<file path="src/rtl/core/bbss_pkg.sv">
// Shared types and constants for the bump, back-up and spin sequencer.
// Holds the event codes, the one-hot mode type, register indexes and reset values.
// No dependencies.
`timescale 1ns / 1ps

package bbss_pkg;

    // Event kinds carried in op
    localparam logic [1:0] OP_TICK = 2'd0;
    localparam logic [1:0] OP_BUMP = 2'd1;
    localparam logic [1:0] OP_YAW  = 2'd2;

    // Mode codes as shown on mode_now
    localparam logic [2:0] CODE_FORWARD = 3'd0;
    localparam logic [2:0] CODE_BACKUP  = 3'd1;
    localparam logic [2:0] CODE_PAUSE1  = 3'd2;
    localparam logic [2:0] CODE_SPIN    = 3'd3;
    localparam logic [2:0] CODE_PAUSE2  = 3'd4;

    // Configuration register indexes
    localparam logic [2:0] REG_FORWARD_SPEED  = 3'd0;
    localparam logic [2:0] REG_BACKUP_SPEED   = 3'd1;
    localparam logic [2:0] REG_SPIN_SPEED     = 3'd2;
    localparam logic [2:0] REG_BACKUP_TICKS   = 3'd3;
    localparam logic [2:0] REG_PAUSE_TICKS    = 3'd4;
    localparam logic [2:0] REG_TIMEOUT_TICKS  = 3'd5;
    localparam logic [2:0] REG_TURN_THRESHOLD = 3'd6;

    // Register reset values
    localparam logic [15:0] RST_FORWARD_SPEED  = 16'd300;
    localparam logic [15:0] RST_BACKUP_SPEED   = 16'hFF38;
    localparam logic [15:0] RST_SPIN_SPEED     = 16'd500;
    localparam logic [15:0] RST_BACKUP_TICKS   = 16'd40;
    localparam logic [15:0] RST_PAUSE_TICKS    = 16'd10;
    localparam logic [15:0] RST_TIMEOUT_TICKS  = 16'd600;
    localparam logic [15:0] RST_TURN_THRESHOLD = 16'd32246;

    // Turned-angle accumulator limits (signed 24 bit)
    localparam int TURN_BITS = 24;
    localparam logic [TURN_BITS-1:0] TURN_MAX = 24'h7FFFFF;
    localparam logic [TURN_BITS-1:0] TURN_MIN = 24'h800000;

    localparam logic [15:0] TICKS_MAX = 16'hFFFF;

    // Sequencer mode, one-hot
    typedef enum logic [4:0] {
        MODE_FORWARD = 5'b00001,
        MODE_BACKUP  = 5'b00010,
        MODE_PAUSE1  = 5'b00100,
        MODE_SPIN    = 5'b01000,
        MODE_PAUSE2  = 5'b10000
    } t_mode;

    // Register file contents handed to the step logic
    typedef struct packed {
        logic signed [15:0] fwd_mmps;
        logic signed [15:0] rev_mmps;
        logic signed [15:0] turn_rate;
        logic [15:0]        backup_ticks;
        logic [15:0]        pause_ticks;
        logic [15:0]        timeout_ticks;
        logic [15:0]        turn_threshold;
    } t_cfg;

    // Result of one step
    typedef struct packed {
        logic               emit;
        logic signed [15:0] linear_speed;
        logic signed [15:0] angular_speed;
        logic [2:0]         mode_now;
    } t_result;

    // Map the one-hot mode to its output code
    function automatic logic [2:0] mode_code(input t_mode m);
        logic [2:0] code;
        unique case (m)
            MODE_FORWARD: code = CODE_FORWARD;
            MODE_BACKUP:  code = CODE_BACKUP;
            MODE_PAUSE1:  code = CODE_PAUSE1;
            MODE_SPIN:    code = CODE_SPIN;
            MODE_PAUSE2:  code = CODE_PAUSE2;
            default:      code = CODE_FORWARD;
        endcase
        return code;
    endfunction

endpackage

</file>
<file path="src/rtl/core/bump_backup_spin_sequencer.sv">
// An accepted item waits in the input register until the output register has room;
// it is then stepped, and its result, if any, is loaded into the output register.
// Throughput: one item per cycle, set by the step over the state registers,
// while the output register is not stalled.
// Reset: synchronous, active low; clears mode, counters, heading anchor and both valids,
// and loads the register defaults. No clearing pass.
`timescale 1ns / 1ps

module bump_backup_spin_sequencer #(
    parameter int BUMP_SENSORS = 8,
    parameter int ANGLE_BITS   = 16
) (
    input  logic                 i_clk,
    input  logic                 i_rst_n,
    // event item channel
    input  logic                 i_in_valid,
    output logic                 o_in_ready,
    input  logic [1:0]           i_op,
    input  logic [7:0]           i_bump_mask,
    input  logic signed [15:0]   i_yaw_angle,
    // result item channel
    output logic                 o_out_valid,
    input  logic                 i_out_ready,
    output logic signed [15:0]   o_linear_speed,
    output logic signed [15:0]   o_angular_speed,
    output logic [2:0]           o_mode_now,
    // configuration writes
    input  logic                 i_cfg_we,
    input  logic [2:0]           i_cfg_index,
    input  logic [15:0]          i_cfg_data
);

    bbss_pkg::t_cfg    cfg;
    bbss_pkg::t_result res;

    logic               r_in_valid;
    logic [1:0]         r_in_op;
    logic [7:0]         r_in_mask;
    logic signed [15:0] r_in_yaw;
    logic               r_out_valid;
    logic signed [15:0] r_out_lin, r_out_ang;
    logic [2:0]         r_out_mode;
    logic               advance;

    // Step the held item once the output register has room
    assign advance    = r_in_valid && (!r_out_valid || i_out_ready);
    assign o_in_ready = !r_in_valid || advance;

    bbss_cfg u_cfg (
        .i_clk       (i_clk),
        .i_rst_n     (i_rst_n),
        .i_cfg_we    (i_cfg_we),
        .i_cfg_index (i_cfg_index),
        .i_cfg_data  (i_cfg_data),
        .o_cfg       (cfg)
    );

    bbss_step #(
        .BUMP_SENSORS (BUMP_SENSORS),
        .ANGLE_BITS   (ANGLE_BITS)
    ) u_step (
        .i_clk       (i_clk),
        .i_rst_n     (i_rst_n),
        .i_en        (advance),
        .i_op        (r_in_op),
        .i_bump_mask (r_in_mask),
        .i_yaw_angle (r_in_yaw),
        .i_cfg       (cfg),
        .o_result    (res)
    );

    // Input register valid
    always_ff @(posedge i_clk) begin
        if (!i_rst_n) begin
            r_in_valid <= 1'b0;
        end else if (o_in_ready) begin
            r_in_valid <= i_in_valid;
        end
    end

    // Capture the item payload on acceptance
    always_ff @(posedge i_clk) begin
        if (i_in_valid && o_in_ready) begin
            r_in_op   <= i_op;
            r_in_mask <= i_bump_mask;
            r_in_yaw  <= i_yaw_angle;
        end
    end

    // Output register valid: load on a result, drop when taken
    always_ff @(posedge i_clk) begin
        if (!i_rst_n) begin
            r_out_valid <= 1'b0;
        end else if (advance && res.emit) begin
            r_out_valid <= 1'b1;
        end else if (i_out_ready) begin
            r_out_valid <= 1'b0;
        end
    end

    always_ff @(posedge i_clk) begin
        if (advance && res.emit) begin
            r_out_lin  <= res.linear_speed;
            r_out_ang  <= res.angular_speed;
            r_out_mode <= res.mode_now;
        end
    end

    assign o_out_valid     = r_out_valid;
    assign o_linear_speed  = r_out_lin;
    assign o_angular_speed = r_out_ang;
    assign o_mode_now      = r_out_mode;

endmodule

</file>
<file path="src/rtl/core/bbss_cfg.sv">
// Configuration register file for the sequencer.
// Uses bbss_pkg for register indexes, reset values and the t_cfg struct.
`timescale 1ns / 1ps

module bbss_cfg (
    input  logic                 i_clk,
    input  logic                 i_rst_n,
    input  logic                 i_cfg_we,
    input  logic [2:0]           i_cfg_index,
    input  logic [15:0]          i_cfg_data,
    output bbss_pkg::t_cfg       o_cfg
);

    bbss_pkg::t_cfg r_cfg;

    // Write one register per enabled cycle; unknown indexes are dropped
    always_ff @(posedge i_clk) begin
        if (!i_rst_n) begin
            r_cfg.fwd_mmps       <= bbss_pkg::RST_FORWARD_SPEED;
            r_cfg.rev_mmps       <= bbss_pkg::RST_BACKUP_SPEED;
            r_cfg.turn_rate      <= bbss_pkg::RST_SPIN_SPEED;
            r_cfg.backup_ticks   <= bbss_pkg::RST_BACKUP_TICKS;
            r_cfg.pause_ticks    <= bbss_pkg::RST_PAUSE_TICKS;
            r_cfg.timeout_ticks  <= bbss_pkg::RST_TIMEOUT_TICKS;
            r_cfg.turn_threshold <= bbss_pkg::RST_TURN_THRESHOLD;
        end else if (i_cfg_we) begin
            unique case (i_cfg_index)
                bbss_pkg::REG_FORWARD_SPEED:  r_cfg.fwd_mmps       <= i_cfg_data;
                bbss_pkg::REG_BACKUP_SPEED:   r_cfg.rev_mmps       <= i_cfg_data;
                bbss_pkg::REG_SPIN_SPEED:     r_cfg.turn_rate      <= i_cfg_data;
                bbss_pkg::REG_BACKUP_TICKS:   r_cfg.backup_ticks   <= i_cfg_data;
                bbss_pkg::REG_PAUSE_TICKS:    r_cfg.pause_ticks    <= i_cfg_data;
                bbss_pkg::REG_TIMEOUT_TICKS:  r_cfg.timeout_ticks  <= i_cfg_data;
                bbss_pkg::REG_TURN_THRESHOLD: r_cfg.turn_threshold <= i_cfg_data;
                default: ;
            endcase
        end
    end

    assign o_cfg = r_cfg;

endmodule

</file>
<file path="src/rtl/core/bbss_step.sv">
// Sequencer state and the single-pass step logic for one event item.
// Uses bbss_pkg for the mode type, event codes, t_cfg and t_result.
`timescale 1ns / 1ps

module bbss_step #(
    parameter int BUMP_SENSORS = 8,
    parameter int ANGLE_BITS   = 16
) (
    input  logic                 i_clk,
    input  logic                 i_rst_n,
    input  logic                 i_en,
    input  logic [1:0]           i_op,
    input  logic [7:0]           i_bump_mask,
    input  logic signed [15:0]   i_yaw_angle,
    input  bbss_pkg::t_cfg       i_cfg,
    output bbss_pkg::t_result    o_result
);

    localparam int TB = bbss_pkg::TURN_BITS;
    // Only eight sensor bits reach the block
    localparam int SENSE_USED = (BUMP_SENSORS < 8) ? BUMP_SENSORS : 8;
    localparam logic [7:0] SENSE_MASK = 8'((16'd1 << SENSE_USED) - 16'd1);

    bbss_pkg::t_mode         r_mode, n_mode;
    logic [15:0]             r_ticks, n_ticks;
    logic [ANGLE_BITS-1:0]   r_last, n_last;
    logic [TB-1:0]           r_turned, n_turned;
    logic                    r_anchored, n_anchored;

    logic [15:0]             ticks_inc;
    logic signed [31:0]      yaw_ext;
    logic [ANGLE_BITS-1:0]   heading;
    logic signed [ANGLE_BITS-1:0] diff;
    logic signed [TB:0]      sum_wide;
    logic [TB-1:0]           sum_sat;
    logic [TB-1:0]           mag;
    logic                    emit;
    logic signed [15:0]      lin, ang;

    // Saturating tick count and heading arithmetic
    always_comb begin
        ticks_inc = (r_ticks == bbss_pkg::TICKS_MAX) ? r_ticks : r_ticks + 16'd1;
        yaw_ext   = 32'(i_yaw_angle);
        heading   = yaw_ext[ANGLE_BITS-1:0];
        diff      = heading - r_last;
        sum_wide  = (TB+1)'($signed(r_turned)) + (TB+1)'(diff);
        if (sum_wide[TB] != sum_wide[TB-1]) begin
            sum_sat = sum_wide[TB] ? bbss_pkg::TURN_MIN : bbss_pkg::TURN_MAX;
        end else begin
            sum_sat = sum_wide[TB-1:0];
        end
        mag = sum_sat[TB-1] ? (~sum_sat + TB'(1)) : sum_sat;
    end

    // Next state and result for the item in hand
    always_comb begin
        n_mode     = r_mode;
        n_ticks    = r_ticks;
        n_last     = r_last;
        n_turned   = r_turned;
        n_anchored = r_anchored;
        emit       = 1'b0;
        lin        = '0;
        ang        = '0;
        unique case (i_op)
            bbss_pkg::OP_TICK: begin
                n_ticks = ticks_inc;
                unique case (r_mode)
                    bbss_pkg::MODE_FORWARD: begin
                        emit = 1'b1;
                        lin  = i_cfg.fwd_mmps;
                    end
                    bbss_pkg::MODE_BACKUP: begin
                        emit = 1'b1;
                        lin  = i_cfg.rev_mmps;
                        if (ticks_inc >= i_cfg.backup_ticks) begin
                            n_mode  = bbss_pkg::MODE_PAUSE1;
                            n_ticks = '0;
                        end
                    end
                    bbss_pkg::MODE_PAUSE1: begin
                        emit = 1'b1;
                        if (ticks_inc >= i_cfg.pause_ticks) begin
                            n_mode     = bbss_pkg::MODE_SPIN;
                            n_ticks    = '0;
                            n_anchored = 1'b0;
                            n_turned   = '0;
                        end
                    end
                    bbss_pkg::MODE_SPIN: begin
                        if (ticks_inc > i_cfg.timeout_ticks) begin
                            emit    = 1'b1;
                            n_mode  = bbss_pkg::MODE_PAUSE2;
                            n_ticks = '0;
                        end
                    end
                    bbss_pkg::MODE_PAUSE2: begin
                        emit = 1'b1;
                        if (ticks_inc >= i_cfg.pause_ticks) begin
                            n_mode  = bbss_pkg::MODE_FORWARD;
                            n_ticks = '0;
                        end
                    end
                    default: ;
                endcase
            end
            bbss_pkg::OP_BUMP: begin
                if (r_mode == bbss_pkg::MODE_FORWARD && (i_bump_mask & SENSE_MASK) != '0) begin
                    n_mode  = bbss_pkg::MODE_BACKUP;
                    n_ticks = '0;
                end
            end
            bbss_pkg::OP_YAW: begin
                if (r_mode == bbss_pkg::MODE_SPIN) begin
                    n_last = heading;
                    if (!r_anchored) begin
                        n_anchored = 1'b1;
                    end else begin
                        n_turned = sum_sat;
                        emit     = 1'b1;
                        if (mag >= TB'(i_cfg.turn_threshold)) begin
                            n_mode  = bbss_pkg::MODE_PAUSE2;
                            n_ticks = '0;
                        end else begin
                            ang = i_cfg.turn_rate;
                        end
                    end
                end
            end
            default: ;
        endcase
    end

    // Commit the step when the item advances
    always_ff @(posedge i_clk) begin
        if (!i_rst_n) begin
            r_mode     <= bbss_pkg::MODE_FORWARD;
            r_ticks    <= '0;
            r_last     <= '0;
            r_turned   <= '0;
            r_anchored <= 1'b0;
        end else if (i_en) begin
            r_mode     <= n_mode;
            r_ticks    <= n_ticks;
            r_last     <= n_last;
            r_turned   <= n_turned;
            r_anchored <= n_anchored;
        end
    end

    assign o_result.emit          = emit;
    assign o_result.linear_speed  = lin;
    assign o_result.angular_speed = ang;
    assign o_result.mode_now      = bbss_pkg::mode_code(n_mode);

endmodule

</file>
<file path="config.mk">
export PLATFORM = sky130hd
export DESIGN_NAME = bump_backup_spin_sequencer
export DESIGN_NICKNAME = d
export VERILOG_FILES = /design/src/rtl/core/bbss_pkg.sv /design/src/rtl/core/bump_backup_spin_sequencer.sv /design/src/rtl/core/bbss_cfg.sv /design/src/rtl/core/bbss_step.sv
export SDC_FILE = /design/constraint.sdc
export NUM_CORES = 1
export LEC_CHECK = 0
export BUFFER_PORTS_ARGS = -buffer_cell sky130_fd_sc_hd__clkbuf_2
export CAP_MARGIN = 15
export CORE_MARGIN = 2
export CORE_UTILIZATION = 30
export CTS_CLUSTER_DIAMETER = 200
export DETAILED_ROUTE_END_ITERATION = 7
export PLACE_DENSITY = 0.49
export SYNTH_ARGS = -nofsm -noshare
export SYNTH_HDL_FRONTEND = slang
export SYNTH_SLANG_ARGS = --single-unit
</file>
<file path="constraint.sdc">
create_clock -name i_clk -period 11.3 [get_ports i_clk]
set_input_delay 1.13 -clock i_clk [delete_from_list [all_inputs] [get_ports i_clk]]
set_output_delay 1.13 -clock i_clk [all_outputs]
set_load 0.03 [all_outputs]
</file>
==> impl_summary.log, run 1 <==
[metrics] switching power share of the total: between 30% and 40%
[metrics] pin count of the biggest net entering global routing: 73
[metrics] Hold Vio Cnt, Final: 0
[metrics] outcome: complete, no violations
[metrics] Max Cap Viol: 0
[metrics] post-route clock skew: 0.0265 ns
[metrics] Worst Tran Pin Value: about 1.1 ns
[metrics] residual overflow from global routing: 0
[metrics] highest clock frequency the design can meet: ~96 MHz
[metrics] ys flop type: sky130_fd_sc_hd__dfxtp_1
[metrics] # diodes: 0
[metrics] shortest period the worst path allows: 10.43 ns
[metrics] I/O Buffers: 86
[metrics] busiest layer in global routing: met2
[metrics] violation count after the first detailed-routing iteration: approximately 800
[metrics] Switching Power: 684 uW
[metrics] part of the total power dissipated in the clock network: around 40%
[metrics] number of synthesized flops with an enable pin: ~60
[metrics] CTS sink count: roughly 240
[metrics] power density over the cells: 138 nW/um^2
[metrics] global-route usage over all layers: between 15 and 20%
[metrics] summed negative setup slack over all endpoints: 0 ns
[metrics] Die Outline Area: roughly 49,000 sq um
[metrics] met2 track utilization from global routing: between 20% and 30%
[metrics] Period Utilization, post-route: between 90 and 100%
[metrics] total wirelength of the detailed-routed design: slightly above 40 mm
[metrics] setup repair after global routing missed its margin: no
[metrics] most numerous cell on the critical path: sky130_fd_sc_hd__o21ai_0
[metrics] die boundary height: 222 um
[metrics] area inside the core boundary: 47,400 sq um
[metrics] minimum hold slack: 0.450 ns
[metrics] distinct cell type count of the synthesized netlist: 90
[metrics] part of the power in registers: approximately 40%
[metrics] Slew Limit Headroom: a little under a quarter
[metrics] clock slew seen by the registers of the worst setup and hold paths: roughly 0.06 ns
[metrics] required time of the worst setup path: roughly 12 ns
[metrics] type of origin of the critical path: register
[metrics] Remaining DRCs: 0
[metrics] gate count after technology mapping: between 1.5k and 2k
[metrics] portion of the post-synthesis area used by sequential elements: about 37%
[metrics] CTS buffer count: 29
[metrics] die extent in x: about 220 um
[metrics] slowest stage cell on the critical path: sky130_fd_sc_hd__a311o_2
[metrics] capturing element type of the critical path: register
[metrics] area delta synth->final: 14.5%
[metrics] syn_nets: 1,921
[metrics] internal cell power: between 1500 and 2000 uW
[metrics] Global Route met1 Usage: 24.3%
[metrics] total number of placement rows: 80
[metrics] number of fill cells: between 5k and 6k
[metrics] Combinational Power Share: between 20% and 30%
[metrics] drt pass-1 iters: 5
[metrics] Post-Synthesis Cell Area: approximately 14,000 sq um
[metrics] via count of the first global-routing pass: roughly 12k
[metrics] Final ANT Viol Nets: 0
[metrics] I/O pin cnt: 87
[metrics] wire per inst: 16.9 um
[metrics] Peak VDD IR: 0.115 mV
[metrics] kind of path behind the tightest hold check: reg2reg
[metrics] largest stage delay on the critical path: between 0.5 and 0.6 ns
[metrics] highest net fanout along the worst path: 20
[metrics] number of antenna violations at the first check in global routing: 0
[metrics] routability congestion estimate: 0.861
[metrics] clock buffer depth: 3
[metrics] drt via density: around 5.1
[metrics] share of synthesized registers carrying an async set or reset: 0%
[metrics] leakage power summed over all cells: 0.00657 uW
[metrics] arrival time at the worst endpoint: roughly 11 ns
[metrics] total of endpoints with negative setup slack in the final report: 0
[metrics] total number of yosys warnings: 0
[metrics] later-pin clock latency in the skew report: a little under 0.6 ns
[metrics] Final Power: 2270 uW
[metrics] initial standard-cell utilization of the core: between 30% and 40%
[metrics] HPWL reported at the end of detailed placement: a little under 30 mm
[metrics] Total Nets Final: between 1.5k and 2k
[metrics] clock root buffer master: sky130_fd_sc_hd__clkbuf_16
[metrics] synthesized flop and latch total: 237
[metrics] met3 capacity usage during global routing: around 2.7%
[metrics] fraction of final layout cells sized beyond drive strength 1: roughly 12%
[metrics] commonest cells after routing, fill and taps aside: sky130_fd_sc_hd__nand2_1, sky130_fd_sc_hd__a21oi_1, sky130_fd_sc_hd__dfxtp_1, sky130_fd_sc_hd__nor2_1, sky130_fd_sc_hd__inv_1
[metrics] worst setup path category: reg2reg
[metrics] Post-CTS Hold Fix Bufs: 0
[metrics] via count of the routed design: between 10k and 15k
[metrics] Final Max Slew Viols: 0
[metrics] first-pass GRT wire length: ~66 mm
[metrics] commonest non-fill, non-tap cell in the layout: sky130_fd_sc_hd__nand2_1
[metrics] H-tree level count: 1
[metrics] clock tree from TritonCTS: done
[metrics] synthesized area divided by synthesized cell count: 8.15 sq um
area by class of cell:
class,instances,area (sq um),share of cell area [%]
clock buffer,42,795,4.85
clock inverter,11,128,0.779
inverter,110,415,2.53
multi-input combinational,1331,8290,50.6
sequential,237,5360,32.7
tap,615,769,4.70
timing repair buffer,110,634,3.87
power groups by stage:
| stage | registers (uW) | logic, uW | clock network (uW) |
|---|---|---|---|
| after CTS | 901 | 448 | 942 |
| after global routing | 904 | 511 | 978 |
| after floorplan | 919 | 321 | 0 |
| after global placement | 919 | 444 | 0 |
| after detailed placement | 920 | 446 | 0 |
| final | 901 | 455 | 913 |
final timing paths:
path,slack [ns],start,end,cells past startpoint
worst min-delay path,0.45,u_cfg.o_cfg[73]$_SDFFE_PN0P_,u_cfg.o_cfg[73]$_SDFFE_PN0P_,2
worst max-delay path,0.87,r_in_yaw[1]$_DFFE_PP_,o_mode_now[0]$_DFFE_PP_,45
worst max register to register,0.87,r_in_yaw[1]$_DFFE_PP_,o_mode_now[0]$_DFFE_PP_,45
worst min register to register,0.45,u_cfg.o_cfg[73]$_SDFFE_PN0P_,u_cfg.o_cfg[73]$_SDFFE_PN0P_,2
cells in the mapped netlist (11+ instances only):
cell type,n,area share (%)
sky130_fd_sc_hd__nor2_1,113,3.0
sky130_fd_sc_hd__clkbuf_1,66,1.7
sky130_fd_sc_hd__nand4_1,22,0.96
sky130_fd_sc_hd__a21oi_1,183,6.4
sky130_fd_sc_hd__dfxtp_1,176,25
sky130_fd_sc_hd__nand3_1,52,1.8
sky130_fd_sc_hd__a211oi_1,15,0.79
sky130_fd_sc_hd__ha_1,112,9.8
sky130_fd_sc_hd__edfxtp_1,61,13
sky130_fd_sc_hd__xor2_1,14,0.86
sky130_fd_sc_hd__inv_1,109,2.9
sky130_fd_sc_hd__nor2b_1,29,1.3
sky130_fd_sc_hd__nand2b_1,15,0.66
sky130_fd_sc_hd__o211ai_1,27,1.4
sky130_fd_sc_hd__and3_1,12,0.52
sky130_fd_sc_hd__mux2i_1,20,1.4
sky130_fd_sc_hd__and2_1,27,1.2
sky130_fd_sc_hd__nor3_1,24,0.84
sky130_fd_sc_hd__xnor2_1,18,1.1
sky130_fd_sc_hd__a31oi_1,12,0.52
sky130_fd_sc_hd__o21ai_0,55,1.9
sky130_fd_sc_hd__or2_2,11,0.48
sky130_fd_sc_hd__a22oi_1,16,0.84
sky130_fd_sc_hd__a21o_1,32,1.7
sky130_fd_sc_hd__nand2_1,343,9.0
sky130_fd_sc_hd__or3_1,15,0.66
sky130_fd_sc_hd__o21a_1,11,0.58
registers in the layout, summed over array words and instances (netlist names), 2 cells and up:
| name | flops |
|---|---|
| o_angular_speed | 16 |
| o_linear_speed | 16 |
| o_mode_now | 3 |
| r_in_mask | 8 |
| r_in_op | 2 |
| r_in_yaw | 16 |
| u_cfg.o_cfg | 112 |
| u_step.r_last | 16 |
| u_step.r_mode | 5 |
| u_step.r_ticks | 16 |
| u_step.r_turned | 24 |
cell families (layout without fill, tap and decap cells):
| logic type | count (synthesis) | after routing | share of synthesized area [%] |
|---|---|---|---|
| AO/OA/AOI/OAI | 446 | 446 | 20.1 |
| adder cells (fa/ha/maj) | 114 | 114 | 10.1 |
| AND/OR/NAND/NOR | 708 | 709 | 23.0 |
| XOR/XNOR | 32 | 32 | 1.96 |
| flip-flops | 237 | 237 | 37.4 |
| buffers and inverters | 190 | 273 | 5.24 |
| multiplexers | 30 | 30 | 2.28 |
per-layer routing:
layer,vias to the layer above,part of all wire (%)
li1,6322,-
met1,5788,50
met2,326,42
met3,50,4.9
met4,0,2.2
met5,-,0
worst max-delay path, delay by kind of cell (launching register included):
| family | cells | cell delay, ns |
|---|---|---|
| AOI/OAI and AO/OA | 29 | 5.72 |
| xor gates and xnor gates | 2 | 0.33 |
| adders and majority gates | 5 | 1.59 |
| buffers and inverters | 2 | 0.42 |
| DFF | 1 | 0.41 |
| and+or+nand+nor | 7 | 1.71 |
through the flow:
| stage | cell area [sq um] | setup slack, ns | cells | util (%) |
|---|---|---|---|---|
| 6_report | 16400 | 0.867 | 2456 | 34.5 |
| 5_1_grt | 16400 | 0.00251 | 2456 | 34.5 |
| 4_1_cts | 16300 | 0.439 | 2450 | 34.3 |
| 3_5_place_dp | 15300 | 0.507 | 2397 | 32.3 |
| 3_3_place_gp | 15300 | 0.776 | 2397 | 32.3 |
| 2_1_floorplan | 14300 | 1.38 | 1757 | - |
timing repair:
item                                    CTS  global route
setup buffers                             0             2
endpoints found under the setup margin    0            37
gates resized for setup                   0            16
Note: power is estimated with default switching activity, not from simulation.
==> inputs of run 2 (changes only) <==
CORE_UTILIZATION = 40   (was 30)
CTS_BUF_LIST = sky130_fd_sc_hd__clkbuf_4   (was unset)
PLACE_DENSITY = 0.6   (was 0.49)
==> run 2 against run 1 <==
  * Global-route usage rose by 4.7 points
  * Combinational power about the same
  * Via count increased by 2.6%
  * Design area shrank 1.3%
  * Die area fell by 25%
  * Sequential power about the same
  * Core utilization up 11 points
  * Fmax is 0.11% lower
  * Largest cell class unchanged
==> impl_summary.log, run 2 (synthesis gave the netlist of run 1 again) <==
[metrics] Worst Tran Pin Value: about 1.1 ns
[metrics] arrival time at the worst endpoint: 10.93 ns
[metrics] largest stage delay on the critical path: between 0.4 and 0.5 ns
[metrics] power density over the cells: about 140 nW/um^2
[metrics] outcome: complete, no violations
[metrics] wire per inst: 16.6 um
[metrics] later-pin clock latency in the skew report: about 0.76 ns
[metrics] Hold Vio Cnt, Final: 0
[metrics] cell area reported after detailed placement: approximately 15,000 sq um
[metrics] via count of the routed design: around 13k
[metrics] hold path start: u_cfg.o_cfg[67]$_SDFFE_PN0P_
[metrics] Remaining DRCs: 0
[metrics] H-tree level count: 3
[metrics] Period Utilization, post-route: 92.4%
[metrics] pin count of the biggest net entering global routing: between 90 and 100
[metrics] highest net fanout along the worst path: 13
[metrics] Switching Power: between 600 and 700 uW
[metrics] area used by multi-input combinational logic: 8270 sq um
[metrics] type of origin of the critical path: register
[metrics] worst hold stages: 2
[metrics] switching power share of the total: a little under a third
[metrics] register-to-register path setup slack: 0.86 ns
[metrics] required time of the worst setup path: approximately 12 ns
[metrics] post-route clock skew: approximately 0.067 ns
[metrics] violation count after the first detailed-routing iteration: 884
[metrics] drt via density: around 5.4
[metrics] R2R Path End: o_mode_now[0]$_DFFE_PP_
[metrics] worst setup path category: reg2reg
[metrics] drt pass-1 iters: 5
[metrics] kind of path behind the tightest hold check: reg2reg
[metrics] worst-case reg-to-reg path depth: between 40 and 50
[metrics] via count of the first global-routing pass: around 12k
[metrics] number of antenna violations at the first check in global routing: 2
[metrics] Worst Hold End: u_cfg.o_cfg[67]$_SDFFE_PN0P_
[metrics] part of the power in registers: between 40% and 50%
[metrics] Peak VDD IR: 0.0720 mV
[metrics] I/O pin cnt: 87
[metrics] part of the total power dissipated in the clock network: roughly two fifths
[metrics] final cell count without fillers: approximately 2.4k
[metrics] die boundary height: ~190 um
[metrics] reg-to-reg critical path startpoint: r_in_yaw[1]$_DFFE_PP_
[metrics] Die Outline Area: between 30,000 and 40,000 sq um
[metrics] leakage power summed over all cells: between 0.006 and 0.007 uW
[metrics] global-route usage over all layers: between 20% and 30%
[metrics] total of endpoints with negative setup slack in the final report: 0
[metrics] initial standard-cell utilization of the core: 40.4%
[metrics] routability congestion estimate: approximately 0.88
[metrics] Final ANT Viol Nets: 0
[metrics] HPWL reported at the end of detailed placement: around 28 mm
[metrics] clock root buffer master: sky130_fd_sc_hd__clkbuf_4
[metrics] total number of placement rows: a little under 70
[metrics] shortest period the worst path allows: 10.44 ns
[metrics] area delta synth->final: 13.0%
[metrics] area inside the core boundary: roughly 35,000 sq um
[metrics] internal cell power: between 1500 and 2000 uW
[metrics] clock slew seen by the registers of the worst setup and hold paths: 0.07 ns
[metrics] I/O Buffers: 86
[metrics] number of fill cells: ~3.5k
[metrics] most numerous cell on the critical path: sky130_fd_sc_hd__o21ai_0
[metrics] Slew Limit Headroom: around a quarter
[metrics] Final Max Slew Viols: 0
[metrics] highest clock frequency the design can meet: 95.7 MHz
[metrics] residual overflow from global routing: 0
[metrics] CTS buffer count: 68
[metrics] clock tree from TritonCTS: done
[metrics] slowest stage cell on the critical path: sky130_fd_sc_hd__a311o_2
[metrics] first-pass GRT wire length: ~63 mm
[metrics] clock buffer depth: 3
[metrics] die extent in x: roughly 190 um
[metrics] Final Cell Area: between 15,000 and 20,000 sq um
[metrics] max reg flops: between 100 and 150
[metrics] area taken by flip-flops and latches: 5360 sq um
[metrics] commonest cells after routing, fill and taps aside: sky130_fd_sc_hd__nand2_1, sky130_fd_sc_hd__a21oi_1, sky130_fd_sc_hd__dfxtp_1, sky130_fd_sc_hd__nor2_1, sky130_fd_sc_hd__inv_1
[metrics] Combinational Power Share: 20.6%
[metrics] Total Nets Final: between 2k and 2.5k
[metrics] CTS sink count: 237
[metrics] fraction of final layout cells sized beyond drive strength 1: between 10% and 20%
[metrics] Max Cap Viol: 0
[metrics] capturing element type of the critical path: register
[metrics] total wirelength of the detailed-routed design: about 39 mm
[metrics] commonest non-fill, non-tap cell in the layout: sky130_fd_sc_hd__nand2_1
[metrics] # placed instances: about 2.2k
run 2: cell count changes in the layout (fill, tap and decap cells not counted), sizes merged:
cell      previous run  this run
diode                0         3
clkinv               5        14
clkbuf             128       191
inv                113       112
bufinv               2         1
clkinvlp             1         3
run 2: per-layer routing:
metal | track usage (%) | vias to the layer above | routed length, um
met5 | 0 | - | 0
met4 | 7.31 | 0 | 822
met3 | 4.04 | 61 | 2080
met2 | 32.9 | 338 | 17800
met1 | 29.7 | 5966 | 18700
li1 | - | 6446 | -
run 2: worst max-delay path by stage:
stage | slack (ns) | startpoint | end | cells past startpoint
finish | 0.86 | r_in_yaw[1]$_DFFE_PP_ | o_mode_now[0]$_DFFE_PP_ | 47
global route | -0.03 | r_in_yaw[1]$_DFFE_PP_ | o_mode_now[1]$_DFFE_PP_ | 47
CTS | 0.72 | r_in_yaw[1]$_DFFE_PP_ | o_mode_now[0]$_DFFE_PP_ | 47
detailed placement | 0.74 | r_in_yaw[1]$_DFFE_PP_ | o_mode_now[0]$_DFFE_PP_ | 47
global placement | 1.05 | r_in_yaw[1]$_DFFE_PP_ | o_mode_now[0]$_DFFE_PP_ | 47
floorplan | 1.38 | r_in_yaw[1]$_DFFE_PP_ | o_mode_now[0]$_DFFE_PP_ | 49
run 2: power by group through the flow:
stage	combinational, uW	sequential (uW)	clock [uW]
2_1_floorplan	321	919	0
3_3_place_gp	438	919	0
3_5_place_dp	440	920	0
4_1_cts	442	901	867
5_1_grt	501	903	911
6_report	452	901	839
run 2: final cells by class:
class                      count  area share (%)
antenna                        3          0.0464
inverter                     110            2.57
clock buffer                 105            4.87
tap                          461            3.57
sequential                   237            33.1
clock inverter                20           0.766
multi-input combinational   1331            51.1
timing repair buffer         110            3.94
run 2: what timing repair did:
item	CTS	global route
setup buffers	0	1
hold buffers	0	0
resized for setup	0	12
endpoints found under the setup margin	0	37
run 2: critical path, delay by kind of cell (launching register included):
kind / cells / cell delay, ns
compound gates: 30 / 5.83
xor+xnor: 2 / 0.34
fa+ha+maj: 5 / 1.51
buf+inv: 1 / 0.21
flops: 1 / 0.41
simple gates: 9 / 1.90
run 2: per-stage QoR:
stage | worst slack, ns | utilization, % | hold WS (ns) | TNS (ns) | power (uW)
CTS | 0.723 | 45.4 | 0.452 | 0 | 2210
global route | -0.0328 | 45.7 | 0.473 | -0.0803 | 2310
global placement | 1.05 | 42.8 | 0.438 | 0 | 1360
finish | 0.856 | 45.7 | 0.449 | 0 | 2190
floorplan | 1.38 | - | 0.432 | 0 | 1240
detailed placement | 0.737 | 42.8 | 0.444 | 0 | 1360
==> inputs of run 3 (changes only) <==
CTS_BUF_LIST = sky130_fd_sc_hd__clkbuf_16   (was sky130_fd_sc_hd__clkbuf_4)
==> run 3 against run 2 <==
  * Fmax is 0.26% lower
  * Non-clock buffer count stayed put
  * Final cell count is 3.2% lower
  * Highest routed layer unchanged
  * Worst hold slack better by 0.00094 ns
==> impl_summary.log, run 3 (synthesis gave the netlist of run 1 again) <==
[metrics] die extent in x: about 190 um
[metrics] drt via density: 5.47
[metrics] drt pass-1 iters: 5
[metrics] total of endpoints with negative setup slack in the final report: 0
[metrics] clock root buffer master: sky130_fd_sc_hd__clkbuf_16
[metrics] Post-CTS Hold Fix Bufs: 0
[metrics] H-tree level count: 1
[metrics] final worst setup slack: ~0.83 ns
[metrics] residual overflow from global routing: 0
[metrics] summed negative setup slack over all endpoints: 0 ns
[metrics] Final ANT Viol Nets: 0
[metrics] highest net fanout along the worst path: 13
[metrics] arrival time at the worst endpoint: ~11 ns
[metrics] worst setup path category: reg2reg
[metrics] max reg flops: around 110
[metrics] total wirelength of the detailed-routed design: 39.1 mm
[metrics] area delta synth->final: 12.6%
[metrics] CTS buffer count: 27
[metrics] wire per inst: between 15 and 20 um
[metrics] pin count of the biggest net entering global routing: 97
[metrics] CTS sink count: roughly 240
[metrics] initial standard-cell utilization of the core: around two fifths
[metrics] area inside the core boundary: 35,400 sq um
[metrics] post-route clock skew: around 0.015 ns
[metrics] power density over the cells: 137 nW/um^2
[metrics] Max Cap Viol: 0
[metrics] required time of the worst setup path: 11.63 ns
[metrics] Setup Slack @ Placement: roughly 0.74 ns
[metrics] fraction of final layout cells sized beyond drive strength 1: about an eighth
[metrics] Worst Tran Pin Value: roughly 1.1 ns
[metrics] cell family with most CP delay: compound AO/OA/AOI/OAI gates
[metrics] clock tree from TritonCTS: done
[metrics] global-route usage over all layers: between 20% and 30%
[metrics] die boundary height: about 190 um
[metrics] violation count after the first detailed-routing iteration: ~830
[metrics] Period Utilization, post-route: approximately 93%
[metrics] Total Nets Final: about 2.0k
[metrics] clock buffer depth: 3
[metrics] commonest cells after routing, fill and taps aside: sky130_fd_sc_hd__nand2_1, sky130_fd_sc_hd__a21oi_1, sky130_fd_sc_hd__dfxtp_1, sky130_fd_sc_hd__nor2_1, sky130_fd_sc_hd__inv_1
[metrics] slowest stage cell on the critical path: sky130_fd_sc_hd__a311o_2
[metrics] largest stage delay on the critical path: 0.49 ns
[metrics] Remaining DRCs: 0
[metrics] type of origin of the critical path: register
[metrics] number of antenna violations at the first check in global routing: 0
[metrics] Die Outline Area: between 30,000 and 40,000 sq um
[metrics] I/O pin cnt: between 80 and 90
[metrics] via count of the routed design: about 13k
[metrics] capturing element type of the critical path: register
[metrics] commonest non-fill, non-tap cell in the layout: sky130_fd_sc_hd__nand2_1
[metrics] routability congestion estimate: between 0.8 and 0.9
[metrics] kind of path behind the tightest hold check: reg2reg
[metrics] via count of the first global-routing pass: about 11k
[metrics] later-pin clock latency in the skew report: 0.58 ns
[metrics] I/O Buffers: between 80 and 90
[metrics] register-to-register path setup slack: between 0.8 and 0.9 ns
[metrics] total number of placement rows: 69
[metrics] Slew Limit Headroom: ~26%
[metrics] Peak VDD IR: around 0.12 mV
[metrics] outcome: complete, no violations
[metrics] Final Max Slew Viols: 0
[metrics] HPWL reported at the end of detailed placement: 27.7 mm
[metrics] highest clock frequency the design can meet: about 95 MHz
[metrics] setup repair after global routing missed its margin: no
[metrics] first-pass GRT wire length: roughly 60 mm
[metrics] leakage power summed over all cells: 0.00654 uW
[metrics] Core Util, Final: 45.6%
[metrics] clock slew seen by the registers of the worst setup and hold paths: 0.06 ns
[metrics] buffer and inverter count on the worst path: 1
[metrics] most numerous cell on the critical path: sky130_fd_sc_hd__o21ai_0
[metrics] shortest period the worst path allows: approximately 10 ns
[metrics] Hold Vio Cnt, Final: 0
## run 3: changes by cell type in the layout (fill, tap and decap cells not counted), sizes merged
cell	change
clkbuf	-78
inv	+7
clkinv	-4
diode	-2
bufinv	+1
clkinvlp	-1
## run 3: final timing paths
| kind | start | endpoint | depth (start not counted) |
|---|---|---|---|
| hold / removal | u_cfg.o_cfg[78]$_SDFFE_PN0P_ | u_cfg.o_cfg[78]$_SDFFE_PN0P_ | 2 |
| setup / recovery | r_in_yaw[1]$_DFFE_PP_ | o_mode_now[0]$_DFFE_PP_ | 47 |
| hold reg to reg | u_cfg.o_cfg[78]$_SDFFE_PN0P_ | u_cfg.o_cfg[78]$_SDFFE_PN0P_ | 2 |
| setup reg to reg | r_in_yaw[1]$_DFFE_PP_ | o_mode_now[0]$_DFFE_PP_ | 47 |
## run 3: final cells by class
class                           count  area, sq um
Antenna cell                        1         2.50
Clock buffer                       27          676
Inverter                          110          415
Multi-Input combinational cell   1331         8270
Sequential cell                   237         5360
Clock inverter                     23          190
Tap cell                          461          577
Timing Repair Buffer              110          638
Fill cell                        3506        19300
## run 3: worst min-delay path: cells and delay by family, from the launching register on
kind | cells | cell delay (ns)
flops | 1 | 0.30
simple gates | 1 | 0.05
compound gates | 1 | 0.05
## run 3: through the flow
stage          instance area [sq um]  power (uW)  hold slack, ns  std cells
3_5_place_dp                   15200        1360           0.444       2243
5_1_grt                        16100        2320           0.471       2299
4_1_cts                        16000        2230           0.452       2293
3_3_place_gp                   15100        1360           0.438       2242
2_1_floorplan                  14300        1240           0.432       1757
6_report                       16100        2220           0.450       2300
## run 3: per-layer routing
| metal | part of all wire (%) | up-vias | global-route usage [%] |
|---|---|---|---|
| met5 | 0 | - | 0 |
| met4 | 2.1 | 0 | 5.54 |
| met3 | 5.6 | 53 | 3.11 |
| met2 | 45 | 352 | 32.7 |
| met1 | 47 | 5858 | 29.6 |
| li1 | - | 6316 | - |
## run 3: repair_timing
action                                  CTS  global route
endpoints found under the setup margin    0            37
resized for setup                         0            12
buffers inserted                          0             1
## run 3: power breakdown
part           switching, uW  total, uW  internal, uW
Sequential              11.9        901           890
Combinational            291        453           162
Clock                    376        862           486
